$ cat config.mk
export PLATFORM = sky130hd
export DESIGN_NAME = kfat_ram
export DESIGN_NICKNAME = d
export VERILOG_FILES = /design/src/design/assert_macros.svh /design/src/design/kfat_ram.sv
export SDC_FILE = /design/constraint.sdc
export NUM_CORES = 1
export LEC_CHECK = 0
export BUFFER_PORTS_ARGS = -buffer_cell sky130_fd_sc_hd__buf_4
export CAP_MARGIN = 10
export CORE_MARGIN = 5
export CORE_UTILIZATION = 45
export DETAILED_ROUTE_END_ITERATION = 8
export MAX_ROUTING_LAYER = met4
export PLACE_DENSITY = 0.63
export SETUP_SLACK_MARGIN = 0.3
export SLEW_MARGIN = 10
export SYNTH_ARGS = -nofsm -noshare
export SYNTH_HDL_FRONTEND = slang
export SYNTH_SLANG_ARGS = --single-unit
$ cat constraint.sdc
create_clock -name clk -period 3.7 [get_ports clk]
set_input_delay 0.185 -clock clk [delete_from_list [all_inputs] [get_ports clk]]
set_output_delay 0.185 -clock clk [all_outputs]
set_load 0.005 [all_outputs]
$ cat src/design/assert_macros.svh
// assertion macros used by the transform generator design file
`ifndef ASSERT_MACROS_SVH
`define ASSERT_MACROS_SVH

// same-cycle implication, sampled on clk, off during reset
`define KFAT_ASSERT_IMP(lbl, ante, cons, msg) \
  lbl: assert property (@(posedge clk) disable iff (!rst_n) (ante) |-> (cons)) \
    else $error(msg);

// next-cycle implication, sampled on clk, off during reset
`define KFAT_ASSERT_NXT(lbl, ante, cons, msg) \
  lbl: assert property (@(posedge clk) disable iff (!rst_n) (ante) |=> (cons)) \
    else $error(msg);

`endif

$ cat src/design/kfat_ram.sv
// generic ram, one write port and two registered read ports
module kfat_ram #(
  parameter int WIDTH = 8,
  parameter int DEPTH = 16,
  parameter int AW    = $clog2(DEPTH)
) (
  input  logic             clk,
  input  logic             we,
  input  logic [AW-1:0]    waddr,
  input  logic [WIDTH-1:0] wdata,
  input  logic             re,
  input  logic [AW-1:0]    raddr_a,
  input  logic [AW-1:0]    raddr_b,
  output logic [WIDTH-1:0] rdata_a,
  output logic [WIDTH-1:0] rdata_b
);

  logic [WIDTH-1:0] mem [DEPTH];

  // write and registered reads
  always_ff @(posedge clk) begin
    if (we) begin
      mem[waddr] <= wdata;
    end
    if (re) begin
      rdata_a <= mem[raddr_a];
      rdata_b <= mem[raddr_b];
    end
  end

endmodule

# [Word level (Yosys, flattened, before mapping)]
# Memory sizes are Yosys's and may differ from the RTL's. A register that Yosys moved wholly into a read port is not among the register bits.
# Index checks and enable logic that the tools add are counted.
[totals] ff_bits=0 mem_bits_rw=128 output_inout_bits=16 memories=1
[classes] n_mux=2
[memory_table] name="mem" depth=16 width=8 read_ports=2 rd_ports_with_merged_regs=2 write_ports=1 line="kfat_ram.sv:18" source="logic [WIDTH-1:0] mem [DEPTH];"
[ops] operator="$mux 1" count=2

# [Logic depth before layout (Yosys ltp)]
[depth] word_depth=2 mapped_depth=5

# [Worst setup path after synthesis]
# No wires, ideal clock.
[synth_timing] kind="input -> register" startpoint="input waddr[2]" endpoint="memory mem[0][0] (enable)" setup_time_ns=0.383 t_arrival_ns=1.295 t_required_ns=3.317 path_slack_ns=2.022 path_stages=2 path_buffers=0 path_cell_list="or3b_2 > nor3_1"
[synth_rtl] element="start, declared" line="kfat_ram.sv:9" source="input logic [AW-1:0] waddr,"
[synth_rtl] element="end, declared" line="kfat_ram.sv:18"
# No word-level cell before the write port.

==> impl_results.md <==
* Via-to-Cell Ratio at 6.34
* Synth area leader: edfxtp_1
* CP top delay family: multiplexers
* Height of the die at 130 um
* Sequential element share of the synthesized area at 0.665
* Post-Synthesis Cells at 307
* CTS Buffer Depth at 2
* All-Layer GR Usage at 0.190
* Power density over the cells at 489 nW/um^2
* Worst-Margin Slew at 1.13 ns
* WP data required at 3.86 ns
* Post-synth top area share at 0.665
* Worst Hold Path Cells at 1
* Placed Instance Area at 6870 sq um
* Mapped Area at 6510 sq um
* ANT cells at 0
* Routed vias at 3,444
* FF-to-FF path depth at 3
* Cell Rows at 44
* Worst Clk Skew at 0.00713 ns
* Slowest CP cell: mux4_1
* Max frequency at 0.627 GHz
* Worst-path clk slew at 0.06 ns
* Worst IR Drop VDD at 0.320 mV
* Syn avg cell area at 21.2 sq um
* Router iterations before antenna repair at 6
* Crit-path max cell delay at 0.66 ns
* Leak at 2.45 nW
* Max cap viols at 0
* Clock root cell: clkbuf_16
* Cts hold-fix bufs at 0
* Nets at 369
* RSZ-0062 raised after global routing: no
* Synth cell types at 19
* Core area at 14,400 sq um
* Vias in the first global route at 3,565
* Yosys warns at 0
* Gpl congestion at 0.741
* ANT nets after route at 0
* Total gr overflow at 0
* Wire length of the first global-routing pass at 21,700 um
* HP Class: in -> reg
* Num ports at 39
* Die W at 130 um
* DRC viols at 0
* WP buf/inv at 1
* H-tree levels at 4
* Flop-to-flop setup slack at 2.15 ns
* Outcome: completed
* Final Cycle Share at 0.431
* CTS Buf Count at 17
* Drt wl/cell at 27.0 um
* Worst slew margin at 0.246
* Setup TNS at 0 ns
* Final WL at 14,600 um
* Initial Util at 0.453
* Fin area at 7380 sq um
* Post_cts resized at 0
* Critical Path AT at 1.76 ns
* Initial antenna violation count at 0
* Final setup viols at 0
* CTS tree: done
* First DRT Iteration DRCs at 407
* Pins Over Slew Limit at 0
* DPL Wire Length at 9200 um
* Worst path depth at 4
* Syn nets at 330
* Largest net degree at the start of global routing at 33
* Share of post-route cells with drive strength above 1 at 0.290
* Skew-Pair Late Insertion Delay at 0.42 ns
* Critical path type: in -> reg
* # fillers at 1,149
* Final Hold Vio Count at 0
* CP endpoint kind: flop
* Post-CTS Setup Inserts at 0
* Die area at 17,000 sq um
* Synth Register Bits at 144
* Input/output buffers at 38
* Critical path cell sequence: buf_4 -> mux4_1 -> a22oi_1 -> nand2_1
* Startpoint Class: input pin
* Tmin final at 1.60 ns
* Clk sink count at 144
* CP max FO at 32
* Area grow syn2layout at 13.5%
* Dominant cells by area after synthesis: edfxtp_1, mux4_2, mux4_1, a22oi_1, buf_6
[kinds of logic (layout without fill, tap and decap cells)]
logic type	after synthesis	count (layout)	share of synthesized area
muxes	64	64	0.238
AOI/OAI and AO/OA	32	32	0.0369
DFF	144	144	0.665
buffers and inverters	20	72	0.0265
and+or+nand+nor	47	47	0.0335
[worst register-to-register path, stage by stage, from the launching register on]
cell,delay (ns)
edfxtp_1,0.38
mux4_1,0.52
a22oi_1,0.32
nand2_1,0.08
[state kept, by name (all words and copies together) (netlist names)]
signal	flops
rdata_a	8
mem	128
rdata_b	8
[cells in the mapped netlist]
master and instances:
buf_4 2, nor2b_1 2, mux4_4 2, buf_6 6
nor2_1 14, nor3_1 4, buf_2 6, edfxtp_1 144
clkdlybuf4s25_2 6, or3b_2 1, a22oi_1 32, nand2b_1 2
mux4_2 34, nand3b_1 2, mux4_1 28, nand2_1 17
and2b_1 2, and2_1 2, nand3_1 1
[report_power, final]
part | total (mW) | switching, mW | internal [mW]
Clock | 1.48 | 0.630 | 0.846
Sequential | 1.87 | 0.0199 | 1.85
Combinational | 0.268 | 0.142 | 0.126
[worst paths after layout]
kind | end | start
setup / recovery | rdata_b[2] | raddr_b[0]
setup reg to reg | rdata_b[2] | mem[8][2]
hold / removal | mem[11][0] | wdata[0]
hold reg to reg | rdata_b[6] | mem[15][6]
[layout by cell type (no fill, tap or decap), types with 3 or more instances in the layout]
| cell type | synthesis | routed |
|---|---|---|
| a22oi_1 | 32 | 32 |
| clkbuf_16 | 0 | 17 |
| clkinv_1 | 0 | 3 |
| clkinvlp_4 | 0 | 5 |
| clkbuf_1 | 0 | 4 |
| nand2_1 | 17 | 17 |
| edfxtp_1 | 144 | 144 |
| buf_4 | 2 | 40 |
| nor2_1 | 14 | 14 |
| mux4_2 | 34 | 34 |
| mux4_1 | 28 | 28 |
[per-layer routing]
| metal | vias to the layer above | share of wire | track usage |
|---|---|---|---|
| met3 | 21 | 0.070 | 0.0467 |
| met1 | 1841 | 0.39 | 0.237 |
| met4 | 0 | 0.022 | 0.0733 |
| met2 | 145 | 0.51 | 0.302 |
| li1 | 1437 | - | - |
| met5 | - | 0 | - |
[cell type report]
cell class | count | area, sq um | share of cell area
multi-input combinational | 143 | 2020 | 0.274
tap | 184 | 230 | 0.0312
sequential | 144 | 4320 | 0.586
clock buffer | 21 | 440 | 0.0597
timing repair buffer | 40 | 300 | 0.0407
clock inverter | 11 | 67.6 | 0.00915
[per-stage QoR]
step                      utilization  worst slack [ns]  std cells  total power [mW]  hold WS [ns]
after floorplan                     -              2.02        307              2.06         0.284
after global placement          0.478              1.69        511              2.17         0.493
after detailed placement        0.478              1.68        511              2.17         0.502
after CTS                       0.514              2.13        543              3.64        0.0599
after global routing            0.514              2.03        543              3.72        0.0793
final                           0.514              2.10        543              3.61        0.0746
Note: power is estimated with default switching activity, not from simulation.
